## config.mk

```make
export PLATFORM = sky130hd
export DESIGN_NAME = cau_front
export DESIGN_NICKNAME = d
export VERILOG_FILES = /design/src/hdl/cau_pkg.sv /design/src/hdl/cau_front.sv
export SDC_FILE = /design/constraint.sdc
export NUM_CORES = 1
export LEC_CHECK = 0
export ABC_CLOCK_PERIOD_IN_PS = 12150
export BUFFER_PORTS_ARGS = -buffer_cell sky130_fd_sc_hd__buf_2
export CORE_UTILIZATION = 35
export DETAILED_ROUTE_END_ITERATION = 8
export PLACE_DENSITY = 0.72
export SYNTH_ARGS = -nofsm -noshare
export SYNTH_HDL_FRONTEND = slang
export SYNTH_SLANG_ARGS = --single-unit
```

## constraint.sdc

```tcl
create_clock -name clk -period 12.15 [get_ports clk]
set_clock_uncertainty 0.05 [all_clocks]
set_input_delay 0.6075 -clock clk [delete_from_list [all_inputs] [get_ports clk]]
set_output_delay 0.6075 -clock clk [all_outputs]
set_load 0.005 [all_outputs]
```

## src/hdl/cau_pkg.sv

```systemverilog
// Shared types and constants of the complex arithmetic unit.
// Used by every module of the block; depends on nothing else.
package cau_pkg;

    localparam int FRAC_BITS  = 16;
    localparam int DW         = 32;
    localparam int PW         = 2 * DW;
    localparam int QSH        = DW - FRAC_BITS;
    localparam int THR_W      = 31;
    localparam int FIFO_DEPTH = 4;
    localparam int FIFO_AW    = $clog2(FIFO_DEPTH);
    localparam int DIV_STEPS  = DW;

    localparam logic [THR_W-1:0] THR_RESET = THR_W'(1);
    localparam logic [DW-1:0]    POS_MAX   = {1'b0, {(DW-1){1'b1}}};
    localparam logic [DW-1:0]    NEG_MIN   = {1'b1, {(DW-1){1'b0}}};

    typedef enum logic [1:0] {
        OP_ADD = 2'd0,
        OP_SUB = 2'd1,
        OP_MUL = 2'd2,
        OP_DIV = 2'd3
    } op_t;

    typedef struct packed {
        logic addsub;
        logic sub;
        logic mul;
        logic div;
    } cls_t;

    typedef struct packed {
        cls_t                  cls;
        logic signed [DW-1:0]  a_re;
        logic signed [DW-1:0]  a_im;
        logic signed [DW-1:0]  b_re;
        logic signed [DW-1:0]  b_im;
    } item_t;

endpackage

```

## src/hdl/cau_front.sv

```systemverilog
// Front end: accepts items from the input queue interface and classifies the operation.
// Depends on cau_pkg.
module cau_front (
    input  logic                        clk,
    input  logic                        rst_n,
    input  logic                        push,
    output logic                        full,
    input  logic [1:0]                  operation,
    input  logic signed [cau_pkg::DW-1:0] a_re,
    input  logic signed [cau_pkg::DW-1:0] a_im,
    input  logic signed [cau_pkg::DW-1:0] b_re,
    input  logic signed [cau_pkg::DW-1:0] b_im,
    output logic                        q_push,
    input  logic                        q_full,
    output cau_pkg::item_t              q_item
);
    import cau_pkg::*;

    logic  vld_reg;
    item_t item_reg;
    cls_t  cls_dec;
    logic  accept;

    always_comb
    begin
        cls_dec = '0;
        unique case (op_t'(operation))
            OP_ADD:
            begin
                cls_dec.addsub = 1'b1;
            end
            OP_SUB:
            begin
                cls_dec.addsub = 1'b1;
                cls_dec.sub    = 1'b1;
            end
            OP_MUL:
            begin
                cls_dec.mul = 1'b1;
            end
            OP_DIV:
            begin
                cls_dec.div = 1'b1;
            end
            default:
            begin
                cls_dec = '0;
            end
        endcase
    end

    assign full   = vld_reg && q_full;
    assign accept = push && !full;
    assign q_push = vld_reg && !q_full;
    assign q_item = item_reg;

    always_ff @(posedge clk or negedge rst_n)
    begin
        if (!rst_n)
        begin
            vld_reg <= 1'b0;
        end
        else if (accept)
        begin
            vld_reg <= 1'b1;
        end
        else if (q_push)
        begin
            vld_reg <= 1'b0;
        end
    end

    always_ff @(posedge clk)
    begin
        if (accept)
        begin
            item_reg.cls  <= cls_dec;
            item_reg.a_re <= a_re;
            item_reg.a_im <= a_im;
            item_reg.b_re <= b_re;
            item_reg.b_im <= b_im;
        end
    end

endmodule

```

Word-level counts from Yosys, hierarchy flattened. Index checks and enable logic that the tools add are counted.

Flip-flop bits (word level): 133. Input bits: 134. Logic and storage cells: 26.

Eq/ne operators: 3. Multiplexer cells: 6. Reductions and logical operators: 8.

Operator list (number): 2-to-1 mux 1 bit (6); == test 2 bit, second input constant (2); logical AND 1 bit (3); == test 2 x 1 -> 1 bit, second input constant (1); logical NOT 1 bit (2); logical NOT 2 bit (1); nonzero test 2 bit (1); OR reduction 2 bit (1).

Logic depth before layout (Yosys ltp).
Depth after elaboration: 4. Mapped depth: 1. Depth with buffers taken out: 1.

Worst setup path before layout. No wires, ideal clock.

Path kind: in2reg. From: input push. To: register item_reg (netlist bit q_item[0]) (enable). Library setup time: 0.827 ns. Data arrival time: 10.147 ns. Required time: 11.273 ns. Setup slack: 1.127 ns. Stages: 1. Path buffers: 0. Cell sequence: a21boi_0.

Longest elaborated chain between the ends: 1.

RTL lines: start, declared (line cau_front.sv:6) `input logic push,`; logical AND 1 bit (line cau_front.sv:53) `assign accept = push && !full;`; end, declared (line cau_front.sv:20) `item_t item_reg;`.

No other way between the ends. A chain may end at the register's enable or synchronous reset.

Worst setup path after layout.
From: register vld_reg. To: register item_reg (netlist bit q_item[1]) (enable).

Longest elaborated chain between the ends: 3.

RTL lines: start, declared (line cau_front.sv:19) `logic vld_reg;`; start signal, assigned (line cau_front.sv:61) `vld_reg <= 1'b0;`; start signal, assigned (line cau_front.sv:65) `vld_reg <= 1'b1;`; start signal, assigned (line cau_front.sv:69) `vld_reg <= 1'b0;`; logical AND 1 bit (line cau_front.sv:52) `assign full = vld_reg && q_full;`; logical NOT 1 bit (line cau_front.sv:53); logical AND 1 bit (line cau_front.sv:53); net accept (line cau_front.sv:22) `logic accept;`.

The timed path passes the listed nets, and every way through them passes these cells.

==> flow_metrics.env <==
export IMPL_synth_top_family_by_area="simple AND/OR/NAND/NOR gates"
export IMPL_r2r_cells=3
export IMPL_antenna_found_initial=0
export IMPL_hold_depth=1
export IMPL_critPathKind="flop to flop"
export IMPL_grt_max_degree=70
export IMPL_clock_path_buffers=2
export IMPL_max_clock_freq_mhz=394
export IMPL_power_density_mw_per_mm2=174
export IMPL_setup_ws_ps=9610
export IMPL_cts_hold_buffers_added=1
export IMPL_fin_crit_sh=0.209
export IMPL_path_clk_slew_ps=60
export IMPL_regToRegEndpoint="q_item[1]"
export IMPL_rows=38
export IMPL_tns_ps=0
export IMPL_worstSetupStartpoint="vld_reg"
export IMPL_yosys_area_share_simple=0.00774
export IMPL_portBuffers=267
export IMPL_drcViolationCount=0
export IMPL_arrival_ps=2510
export IMPL_crit_required_ps=12120
export IMPL_maxCapViolCount=0
export IMPL_drive_gt1_frac=0.666
export IMPL_min_to="q_item[127]"
export IMPL_area_delta_synth_final_pct=51.4
export IMPL_num_fill_cells=922
export IMPL_die_h_um=109
export IMPL_slew_headroom=0.431
export IMPL_globalRouteMet3Util=0.0771
export IMPL_cts_tree="done"
export IMPL_track_usage=0.156
export IMPL_r2r_start="vld_reg"
export IMPL_post_cts_resized=0
export IMPL_boundaryPins=268
export IMPL_vias=2503
export IMPL_gr_total_overflow=0
export IMPL_post_cts_buffers=0
export IMPL_wire_per_inst_um=16.1
export IMPL_initialDrtViolationCount=82
export IMPL_ys_seq_area_frac=0.988
export IMPL_cp_common_cell="buf_4"
export IMPL_ir_worst_vdd_mv=0.0801
export IMPL_globalRoute_busiestLayer="met2"
export IMPL_stdcell_count=583
export IMPL_use_met2=0.260
export IMPL_slowest_delay_ps=800
export IMPL_hold_path_class="input port to flop"
export IMPL_dp_hpwl_mm=7.05
export IMPL_worstHoldStart="a_re[31]"
export IMPL_r2r_slack_ps=9610
export IMPL_routed_wl_mm=9.41
export IMPL_cts_sink_count=133
export IMPL_final_common_cell="buf_2"
export IMPL_cts_htree_levels=4
export IMPL_num_nets_final=564
export IMPL_worstPathMaxFanout=69
export IMPL_finalSetupViolations=0
export IMPL_yosysWarningCount=0
export IMPL_coreArea_mm2=0.0110
export IMPL_muxShareOfSynthArea=0
export IMPL_crit_path_end_kind="flop"
export IMPL_synth_fa_ha_area_frac=0
export IMPL_routed_via_density=4.29
export IMPL_use_met1=0.168
export IMPL_ant_nets=0
export IMPL_cp_cell_sequence="a21boi_4, buf_4, buf_4"
export IMPL_outcome="complete, no violations"
export IMPL_cpMaxStageDelayCell="buf_4"
export IMPL_utilization=0.554
export IMPL_synth_seq_cells=133
export IMPL_layout_min_cycle_time_ps=2540
export IMPL_leakagePower_nw=2.62
export IMPL_synth_area_per_cell_um2=28.6
export IMPL_clock_root_buffer="clkbuf_16"
export IMPL_dieArea_mm2=0.0120
export IMPL_grt_pass1_wl_mm=13.1
export IMPL_slew_viol_final=0
export IMPL_hold_violations=0
export IMPL_critPathLaunchType="flop"
export IMPL_tightest_slew_ps=854
export IMPL_synth_area_mm2=0.00404
export IMPL_drtPass1Iterations=4
export IMPL_dp_cells=550
export IMPL_initial_core_util=0.366
export IMPL_gp_congestion=0.834
export IMPL_cts_buffers=17
export IMPL_syn_inst=141
export IMPL_antenna_cells=0
export IMPL_largest_register_ffs=132
export IMPL_die_x_um=109
export IMPL_final_cell_mix="buf_2, edfxtp_1, clkbuf_16"
export IMPL_ys_types=7
export IMPL_dp_slack_ps=9330
export IMPL_rsz0062_at_grt="false"
export IMPL_synth_compound_area_frac=0.00372
export IMPL_grt_pass1_vias=2581
export IMPL_insertion_delay_ps=400
export IMPL_syn_num_nets=275
export IMPL_synthXorXnorAreaFrac=0
Yosys cell counts:
master / count / area [um2]
a21o_1: 1 / 7.51
a21boi_0: 1 / 7.51
inv_1: 1 / 3.75
and2_1: 2 / 12.5
nor2b_1: 3 / 18.8
dfrtp_1: 1 / 25.0
edfxtp_1: 132 / 3960
per-stage QoR:
| stage | hold WS, ps | cell area (um2) | total power, W |
|---|---|---|---|
| final | 325 | 6110 | 0.00106 |
| after CTS | 308 | 6110 | 0.00107 |
| after global placement | 333 | 5580 | 0.000612 |
| after detailed placement | 335 | 5580 | 0.000615 |
| after floorplan | 262 | 4040 | 0.000574 |
| after global routing | 304 | 6110 | 0.00110 |
routing by layer:
metal / vias to the layer above / wire length [um]
met5: - / 0
met2: 169 / 4630
met3: 12 / 1150
li1: 1152 / -
met1: 1170 / 3510
met4: 0 / 125
power breakdown:
part	switching, W	leakage [nW]	internal, W
clock	0.000172	0.259	0.000285
sequential	0.00000628	1.27	0.000536
combinational	0.0000310	1.10	0.0000313
layout make-up:
type,instances,area (um2),share of cell area
Clock buffer,25,465,0.0761
Tap cell,140,175,0.0286
Inverter,1,3.75,0.000614
Multi-Input combinational cell,7,57.6,0.00941
Sequential cell,133,3990,0.652
Timing Repair Buffer,270,1360,0.223
Clock inverter,7,62.6,0.0102
worst max-delay path, delay by kind of cell (launching register included):
family | cells | cell delay [ps]
compound gates | 1 | 160
flops | 1 | 430
buf+inv | 2 | 1410
logic make-up after synthesis:
| kind of cell | after synthesis |
|---|---|
| AOI/OAI and AO/OA | 2 |
| and+or+nand+nor | 5 |
| DFF | 133 |
| buffers and inverters | 1 |
worst max-delay path by stage:
stage | endpoint | slack [ps]
after floorplan | q_item[0] | 1130
after global placement | q_item[47] | 9430
after detailed placement | q_item[47] | 9330
after CTS | q_item[129] | 9610
after global routing | q_item[1] | 9450
final | q_item[1] | 9610
(Power assumes the default switching activity.)
