$ cat src/hdl/cau_pkg.sv
// Shared types and constants of the complex arithmetic unit.
// Used by every module of the block; depends on nothing else.
package cau_pkg;

    localparam int FRAC_BITS  = 16;
    localparam int DW         = 32;
    localparam int PW         = 2 * DW;
    localparam int QSH        = DW - FRAC_BITS;
    localparam int THR_W      = 31;
    localparam int FIFO_DEPTH = 4;
    localparam int FIFO_AW    = $clog2(FIFO_DEPTH);
    localparam int DIV_STEPS  = DW;

    localparam logic [THR_W-1:0] THR_RESET = THR_W'(1);
    localparam logic [DW-1:0]    POS_MAX   = {1'b0, {(DW-1){1'b1}}};
    localparam logic [DW-1:0]    NEG_MIN   = {1'b1, {(DW-1){1'b0}}};

    typedef enum logic [1:0] {
        OP_ADD = 2'd0,
        OP_SUB = 2'd1,
        OP_MUL = 2'd2,
        OP_DIV = 2'd3
    } op_t;

    typedef struct packed {
        logic addsub;
        logic sub;
        logic mul;
        logic div;
    } cls_t;

    typedef struct packed {
        cls_t                  cls;
        logic signed [DW-1:0]  a_re;
        logic signed [DW-1:0]  a_im;
        logic signed [DW-1:0]  b_re;
        logic signed [DW-1:0]  b_im;
    } item_t;

endpackage

$ cat src/hdl/cau_fifo.sv
// Short queue between front end and arithmetic back end.
// Depends on cau_pkg.
module cau_fifo (
    input  logic           clk,
    input  logic           rst_n,
    input  logic           wr,
    output logic           full,
    input  cau_pkg::item_t wr_item,
    input  logic           rd,
    output logic           empty,
    output cau_pkg::item_t rd_item
);
    import cau_pkg::*;

    item_t              mem_reg [FIFO_DEPTH];
    logic [FIFO_AW-1:0] wr_ptr_reg;
    logic [FIFO_AW-1:0] rd_ptr_reg;
    logic [FIFO_AW:0]   cnt_reg;
    logic               do_wr;
    logic               do_rd;

    assign full    = (cnt_reg == (FIFO_AW+1)'(FIFO_DEPTH));
    assign empty   = (cnt_reg == '0);
    assign do_wr   = wr && !full;
    assign do_rd   = rd && !empty;
    assign rd_item = mem_reg[rd_ptr_reg];

    always_ff @(posedge clk or negedge rst_n)
    begin
        if (!rst_n)
        begin
            wr_ptr_reg <= '0;
            rd_ptr_reg <= '0;
            cnt_reg    <= '0;
        end
        else
        begin
            if (do_wr)
            begin
                wr_ptr_reg <= (wr_ptr_reg == FIFO_AW'(FIFO_DEPTH-1)) ? '0 : wr_ptr_reg + 1'b1;
            end
            if (do_rd)
            begin
                rd_ptr_reg <= (rd_ptr_reg == FIFO_AW'(FIFO_DEPTH-1)) ? '0 : rd_ptr_reg + 1'b1;
            end
            if (do_wr && !do_rd)
            begin
                cnt_reg <= cnt_reg + 1'b1;
            end
            else if (do_rd && !do_wr)
            begin
                cnt_reg <= cnt_reg - 1'b1;
            end
        end
    end

    always_ff @(posedge clk)
    begin
        if (do_wr)
        begin
            mem_reg[wr_ptr_reg] <= wr_item;
        end
    end

endmodule

$ cat config.mk
export PLATFORM = sky130hd
export DESIGN_NAME = cau_fifo
export DESIGN_NICKNAME = d
export VERILOG_FILES = /design/src/hdl/cau_pkg.sv /design/src/hdl/cau_fifo.sv
export SDC_FILE = /design/constraint.sdc
export NUM_CORES = 1
export LEC_CHECK = 0
export ABC_AREA = 1
export BUFFER_PORTS_ARGS = -buffer_cell sky130_fd_sc_hd__buf_2
export CAP_MARGIN = 0
export CORE_UTILIZATION = 41
export CTS_BUF_LIST = sky130_fd_sc_hd__clkbuf_8
export CTS_CLUSTER_SIZE = 20
export DETAILED_ROUTE_END_ITERATION = 7
export SYNTH_ARGS = -nofsm -noshare
export SYNTH_HDL_FRONTEND = slang
export SYNTH_SLANG_ARGS = --single-unit
$ cat constraint.sdc
create_clock -name clk -period 7.5 [get_ports clk]
set_input_delay 0.75 -clock clk [delete_from_list [all_inputs] [get_ports clk]]
set_output_delay 0.75 -clock clk [all_outputs]
set_load 0.02 [all_outputs]
# Word level (Yosys, flattened, before mapping)
# Memories as Yosys holds them, arrays and structs flattened.
# Cells that the tools add are included.
classes:
  shifts: 0
  n_div: 0
  n_reduce_logical: 10
  mux: 6
  n_eq_ne: 3
  n_lt_le_gt_ge: 0
  n_bitwise: 0
  n_addsub: 4
  mul: 0
ops:
  columns: ["op", "n"]
  rows:
  - ["3-bit two-way mux", 2]
  - ["2-bit by 1-bit adder with 2-bit output (second input constant)", 2]
  - ["2-bit == test (second input constant)", 2]
  - ["1-bit logical AND", 4]
  - ["1-bit zero test", 4]
  - ["2-bit two-way mux", 2]
  - ["3-bit by 1-bit adder with 3-bit output (second input constant)", 1]
  - ["3-bit == test (second input constant)", 1]
  - ["3-bit zero test", 1]
  - ["3-bit by 1-bit subtractor with 3-bit output (second input constant)", 1]
  - ["1-bit two-way mux", 2]
  - ["2-bit nonzero test", 1]
word_totals:
  in_bits: 136
  reg_bits: 7
  mem_bits_rw: 528
  latchBits: 0
  output_inout_bits: 134
  mem_bits_ro: 0
  mem_count: 1
mem_list:
  columns: ["memory", "words", "word_bits", "rd", "rd_clocked_by_memory_dff", "write_ports", "line", "text"]
  rows:
  - ["mem_reg", 4, 132, 1, 0, 1, "cau_fifo.sv:15", "item_t mem_reg [FIFO_DEPTH];"]

# Logic depth before layout (Yosys ltp)
# Gate-level depths: netlist of the first run.
depth:
  depth_word: 7
  ltp_mapped: 12
  ltp_nobuf: 12

# Worst setup path before layout of the first run
# Ideal clock, no wire load.
synth_path:
  path_kind: "in2reg"
  from: "input port wr"
  to: "memory mem_reg[0][0] in the netlist's numbering, enable pin"
  path_stages: 2
  path_slack_ns: 0.497
  setup_time_ns: 0.625
  arrival_time_ns: 6.377
  n_path_buf: 0
  path_cell_list: "nand2_1 -> nor2_1"
synth_via:
  elab_chain_len: 3
synth_lines:
  columns: ["element", "line", "text"]
  rows:
  - ["start: declaration", "cau_fifo.sv:6", "input logic wr,"]
  - ["1-bit logical AND", "cau_fifo.sv:24", "assign do_wr = wr && !full;"]
  - ["1-bit two-way mux", "cau_fifo.sv:59", "if (do_wr)"]
  - ["1-bit two-way mux (not written as such)", "cau_fifo.sv:61", "mem_reg[wr_ptr_reg] <= wr_item;"]
  - ["end: declaration", "cau_fifo.sv:15", null]
# No other way between the ends.

==> results.py, run 1 <==
metrics = {
    "sta": {
        "fmax_mhz": 229,
        "finalSetupTns_ns": 0,
        "final_max_slew_viol_count": 0,
        "rsz0062_at_grt": "false",
        "setup-violations-final": 0,
        "tightest_slew_ns": 1.31,
        "hold_violations": 0,
        "period_share_pct": 58.2,
        "min_period_ns": 4.37,
        "hold_slack_ns": 0.316,
        "slew_headroom_pct": 12.8,
        "fin_skew_ns": 0.0203,
    },
    "worst_setup_path": {
        "slowest_delay_ns": 0.97,
        "worstSetupStartpoint": "rd_ptr_reg[1]",
        "crit_cells": 5,
        "worst_path_max_delay_cell": "inv_4",
        "critPathLaunchType": "register",
        "path_max_fanout": 82,
        "arrival_ns": 3.62,
        "r2r-end": "mem_reg[3][79]",
        "r2r_cells": 5,
        "path_class": "register to output port",
        "endpoint": "rd_item[59]",
        "critical_path.top_delay_family": "buffers and inverters",
        "r2r_start": "cnt_reg[0]",
        "end_kind": "output port",
        "path_cells": "inv_4, buf_4, o211ai_1, nand2_1, buf_2",
        "crit_buf_inv": 3,
        "cp.required_ns": 6.75,
        "reg2reg_slack_ns": 4.61,
    },
    "placed_design": {
        "gp_congestion": 0.831,
        "placed_area_um2": 23200,
        "port-buffer-count": 269,
        "dp_hpwl_um": 25900,
        "dp.cells": 2474,
    },
    "floorplan": {
        "rows": 83,
        "core-area_um2": 51700,
        "die_w_um": 232,
        "io-pin-count": 270,
        "start_util_pct": 41.8,
        "die_y_um": 232,
        "die_area_um2": 53700,
    },
    "clock_network": {
        "cts_buffers": 89,
        "cts.sinks": 535,
        "cts.clk_slew.worst_paths_ns": 0.06,
        "htree_levels": 3,
        "cts_setup_buffers": 0,
        "cts-resized-gates": 0,
        "clock_path_buffers": 3,
        "clk_latency_ns": 0.64,
        "tritoncts": "done",
        "cts_root_buf": "clkbuf_8",
        "cts_hold_buf": 1,
    },
    "synth": {
        "syn-mean-instance-area_um2": 13.5,
        "yosysUniqueCellTypes": 19,
        "netlist_instances": 1601,
        "synth-seq-cells": 535,
        "synth_warnings": 0,
        "synth_nets": 1744,
        "seq_area_frac_synth_pct": 74.1,
        "syn-cell-area_um2": 21600,
    },
    "finish": {
        "postLayoutCellArea_um2": 24800,
        "final_nets": 2029,
        "final_cells": 2630,
        "syn_to_final_growth_pct": 14.7,
        "layout-drive-gt1-share_pct": 20.6,
        "largest_reg_flops": 528,
    },
    "routing": {
        "ant_nets": 0,
        "wl_um": 45300,
        "vias": 12653,
        "drt_iter0_drc": 862,
        "drtPass1Iterations": 4,
        "wl_per_cell_um": 17.2,
        "viasPerCell": 4.81,
        "drc": 0,
    },
    "grt": {
        "grt_pass1_vias": 12534,
        "grtUsageTotal_pct": 17.0,
        "grt_max_degree": 265,
        "grt_pass1_wl_um": 69600,
        "grt-ovfl-total": 0,
        "antenna_found_initial": 11,
    },
    "status": {
        "status": "finished clean",
    },
    "hold_path": {
        "hp-class": "input pin to register",
    },
    "power": {
        "p_per_area_nw_per_um2": 403,
        "ir_drop_v": 0.000330,
        "p_leak_nw": 9.86,
    },
    "run": {
        "drv_cap": 0,
    },
}
## logic make-up after synthesis
| group | after synthesis | share of synthesized area, % |
|---|---|---|
| AO/OA/AOI/OAI | 265 | 9.37 |
| XOR/XNOR | 1 | 0.0405 |
| adder cells (fa/ha/maj) | 7 | 0.440 |
| buffers and inverters | 368 | 8.59 |
| flip-flops | 535 | 74.1 |
| AND/OR/NAND/NOR | 425 | 7.43 |
## where the power goes
part           leakage (nW)  internal, mW  switching [mW]  total (mW)
Combinational          4.03          1.00            2.48        3.48
Clock                 0.912          1.26            1.11        2.37
Sequential             4.92          3.93           0.206        4.14
Total                  9.86          6.20            3.80        9.99
## routing by layer
metal / GRT usage (%) / up-vias / part of all wire [%]
met2: 26.7 / 345 / 46
met1: 21.8 / 6035 / 43
met4: 5.86 / 20 / 2.4
met5: 0 / - / 0.26
met3: 5.95 / 97 / 7.9
li1: - / 6156 / -
## cell usage after synthesis, drive strengths merged
library cell  number  area, um2
inv              280       1050
nand4              1       6.26
clkbuf             6       42.5
nand2            411       1540
xnor2              1       8.76
nand3              7       35.0
o211ai           264       2020
dfrtp              7        175
ha                 6       75.1
buf               82        761
edfxtp           528      15900
nor2               6       22.5
fa                 1       20.0
o21ai              1       5.00
## final cells by class
type	instances	area [um2]
clock inverters	60	353
clock buffers	92	1270
diodes	3	7.51
well taps	680	851
repair buffers	282	1470
multi-input cells	698	3770
flip-flops and latches	535	16000
fillers	4558	26900
inverters	280	1050
## cells in the final DEF (no fill, tap or decap), drive strengths merged, types with 6 or more instances in the layout
| cell | n |
|---|---|
| edfxtp | 528 |
| inv | 306 |
| nor2 | 6 |
| nand2 | 411 |
| nand3 | 7 |
| ha | 6 |
| clkinv | 26 |
| dfrtp | 7 |
| buf | 281 |
| clkbuf | 92 |
| o211ai | 264 |
## stage by stage
stage	util [%]	setup slack [ns]	total power [mW]
6_report	48.0	3.13	9.99
5_1_grt	48.0	2.80	10.6
4_1_cts	48.0	2.95	10.2
3_5_place_dp	44.8	3.69	7.77
3_3_place_gp	44.8	3.73	7.71
2_1_floorplan	-	0.497	6.91
## worst min path at each step
stage	startpoint	to	cells after the start
2_1_floorplan	rst_n	cnt_reg[0]	0
3_3_place_gp	cnt_reg[2]	cnt_reg[2]	2
3_5_place_dp	cnt_reg[2]	cnt_reg[2]	2
4_1_cts	wr_item[21]	mem_reg[3][21]	1
5_1_grt	wr_item[21]	mem_reg[2][21]	1
6_report	wr_item[10]	mem_reg[1][10]	1
Power figures use the tool's default switching activity.
==> inputs of run 2 (changes only) <==
Clock period 7.5 ns to 3.7 ns, I/O delays scaled along.
==> run 2 against run 1 <==
  * Non-clock buffer count is 150 higher
  * Final cell count is 6.1% higher
  * Combinational power is 120% higher
  * Largest cell class unchanged
  * Highest routed layer is now met4
==> results.py, run 2 (synthesis results as in run 1) <==
metrics = {
    "grt": {
        "grt_max_degree": 84,
        "antenna_found_initial": 3,
        "grt_pass1_vias": 13193,
        "grtUsageTotal_pct": 17.1,
        "grt-ovfl-total": 0,
        "grt_pass1_wl_um": 70800,
    },
    "worst_setup_path": {
        "path_max_fanout": 55,
        "path_class": "register to output port",
        "crit_cells": 4,
        "worstSetupStartpoint": "rd_ptr_reg[0]",
        "r2r_cells": 9,
        "critPathLaunchType": "register",
        "r2r_start": "cnt_reg[0]",
        "path_cells": "buf_4, o211ai_1, nand2_1, buf_2",
        "r2r-end": "cnt_reg[1]",
        "worst_path_max_delay_cell": "dfrtp_4",
        "endpoint": "rd_item[90]",
        "crit_buf_inv": 2,
        "arrival_ns": 2.58,
        "cp.required_ns": 3.33,
        "end_kind": "output port",
        "slowest_delay_ns": 0.88,
        "reg2reg_slack_ns": 1.50,
        "critical_path.top_delay_family": "flip-flops",
    },
    "sta": {
        "min_period_ns": 2.95,
        "slew_headroom_pct": 52.3,
        "rsz0062_at_grt": "false",
        "hold_violations": 0,
        "period_share_pct": 79.6,
        "fin_skew_ns": 0.0152,
        "fmax_mhz": 339,
        "hold_slack_ns": 0.105,
        "final_max_slew_viol_count": 0,
        "setup-violations-final": 0,
        "tightest_slew_ns": 0.716,
        "setup_ws_ns": 0.754,
    },
    "finish": {
        "layout-drive-gt1-share_pct": 19.8,
        "syn_to_final_growth_pct": 22.3,
        "n_fill_cell": 4449,
        "final_common_cell": "edfxtp_1",
        "final_cell_mix": "edfxtp_1 (528), nand2_1 (411), inv_1 (324), buf_2 (269), o211ai_1 (256)",
        "largest_reg_flops": 528,
        "final_nets": 2178,
        "postLayoutCoreUtil_pct": 51.1,
    },
    "clock_network": {
        "cts_setup_buffers": 0,
        "cts.clk_slew.worst_paths_ns": 0.06,
        "clk_latency_ns": 0.65,
        "cts-resized-gates": 0,
        "cts.sinks": 535,
        "htree_levels": 3,
        "tritoncts": "done",
        "cts_hold_buf": 135,
        "cts_root_buf": "clkbuf_8",
        "clock_path_buffers": 3,
        "cts_buffers": 88,
    },
    "power": {
        "p_switching_mw": 7.84,
        "p_leak_nw": 10.6,
        "p_sw_share_pct": 37.9,
        "clkPwrFrac_pct": 23.3,
        "internal-power_mw": 12.8,
        "ir_drop_v": 0.000547,
        "share_seq_of_total_power_pct": 40.3,
        "total_power_mw": 20.7,
        "p_per_area_nw_per_um2": 782,
        "comb_power_share_pct": 36.4,
    },
    "routing": {
        "wl_per_cell_um": 16.3,
        "viasPerCell": 4.75,
        "wl_um": 45600,
        "vias": 13247,
        "drt_iter0_drc": 726,
        "drc": 0,
        "ant_nets": 0,
        "drtPass1Iterations": 4,
    },
    "floorplan": {
        "start_util_pct": 41.8,
        "die_w_um": 232,
        "die_area_um2": 53700,
        "core-area_um2": 51700,
        "rows": 83,
        "io-pin-count": 270,
        "die_y_um": 232,
    },
    "placed_design": {
        "dp_hpwl_um": 25800,
        "port-buffer-count": 269,
        "gp_congestion": 0.753,
        "pre_cts_ws_ns": 1.43,
    },
    "status": {
        "status": "finished clean",
    },
    "run": {
        "drv_cap": 0,
    },
    "hold_path": {
        "hp-class": "input pin to asynchronous set/reset pin",
    },
}
run 2: area by class of cell:
class / instances / area [um2] / share of cell area, %
clock buffers: 92 / 1270 / 4.79
multi-input cells: 698 / 3770 / 14.2
well taps: 680 / 851 / 3.22
inverters: 280 / 1050 / 3.98
clock inverters: 67 / 374 / 1.41
flip-flops and latches: 535 / 16000 / 60.6
diodes: 6 / 15.0 / 0.0568
repair buffers: 432 / 3080 / 11.7
run 2: power by group through the flow:
stage / logic (mW) / clock network [mW] / registers, mW
floorplan: 5.49 / 0 / 8.40
detailed placement: 7.50 / 0 / 8.48
finish: 7.52 / 4.82 / 8.35
global placement: 7.44 / 0 / 8.45
CTS: 7.64 / 4.98 / 8.36
global route: 8.25 / 5.22 / 8.45
run 2: worst min-delay path by stage:
stage | start | end | slack (ns) | depth (start not counted)
after global routing | rst_n | wr_ptr_reg[1] | 0.07 | 2
after CTS | rst_n | wr_ptr_reg[1] | 0.04 | 2
after floorplan | rst_n | cnt_reg[0] | 0.07 | 0
after global placement | rst_n | cnt_reg[1] | 0.22 | 1
final | rst_n | wr_ptr_reg[1] | 0.10 | 2
after detailed placement | rst_n | cnt_reg[1] | 0.23 | 1
run 2: through the flow:
step | TNS, ns | std cells | instance area (um2)
2_1_floorplan | -501.34 | 1601 | 21600
3_3_place_gp | 0 | 2490 | 23400
3_5_place_dp | 0 | 2490 | 23400
4_1_cts | 0 | 2784 | 26400
5_1_grt | 0 | 2786 | 26400
6_report | 0 | 2790 | 26400
run 2: layer usage:
metal / routed length (um) / global-route usage [%] / vias to the layer above
li1: - / - / 6466
met4: 972 / 6.74 / 0
met5: 0 / 0 / -
met2: 21700 / 27.5 / 377
met1: 19900 / 22.3 / 6337
met3: 3010 / 4.10 / 67
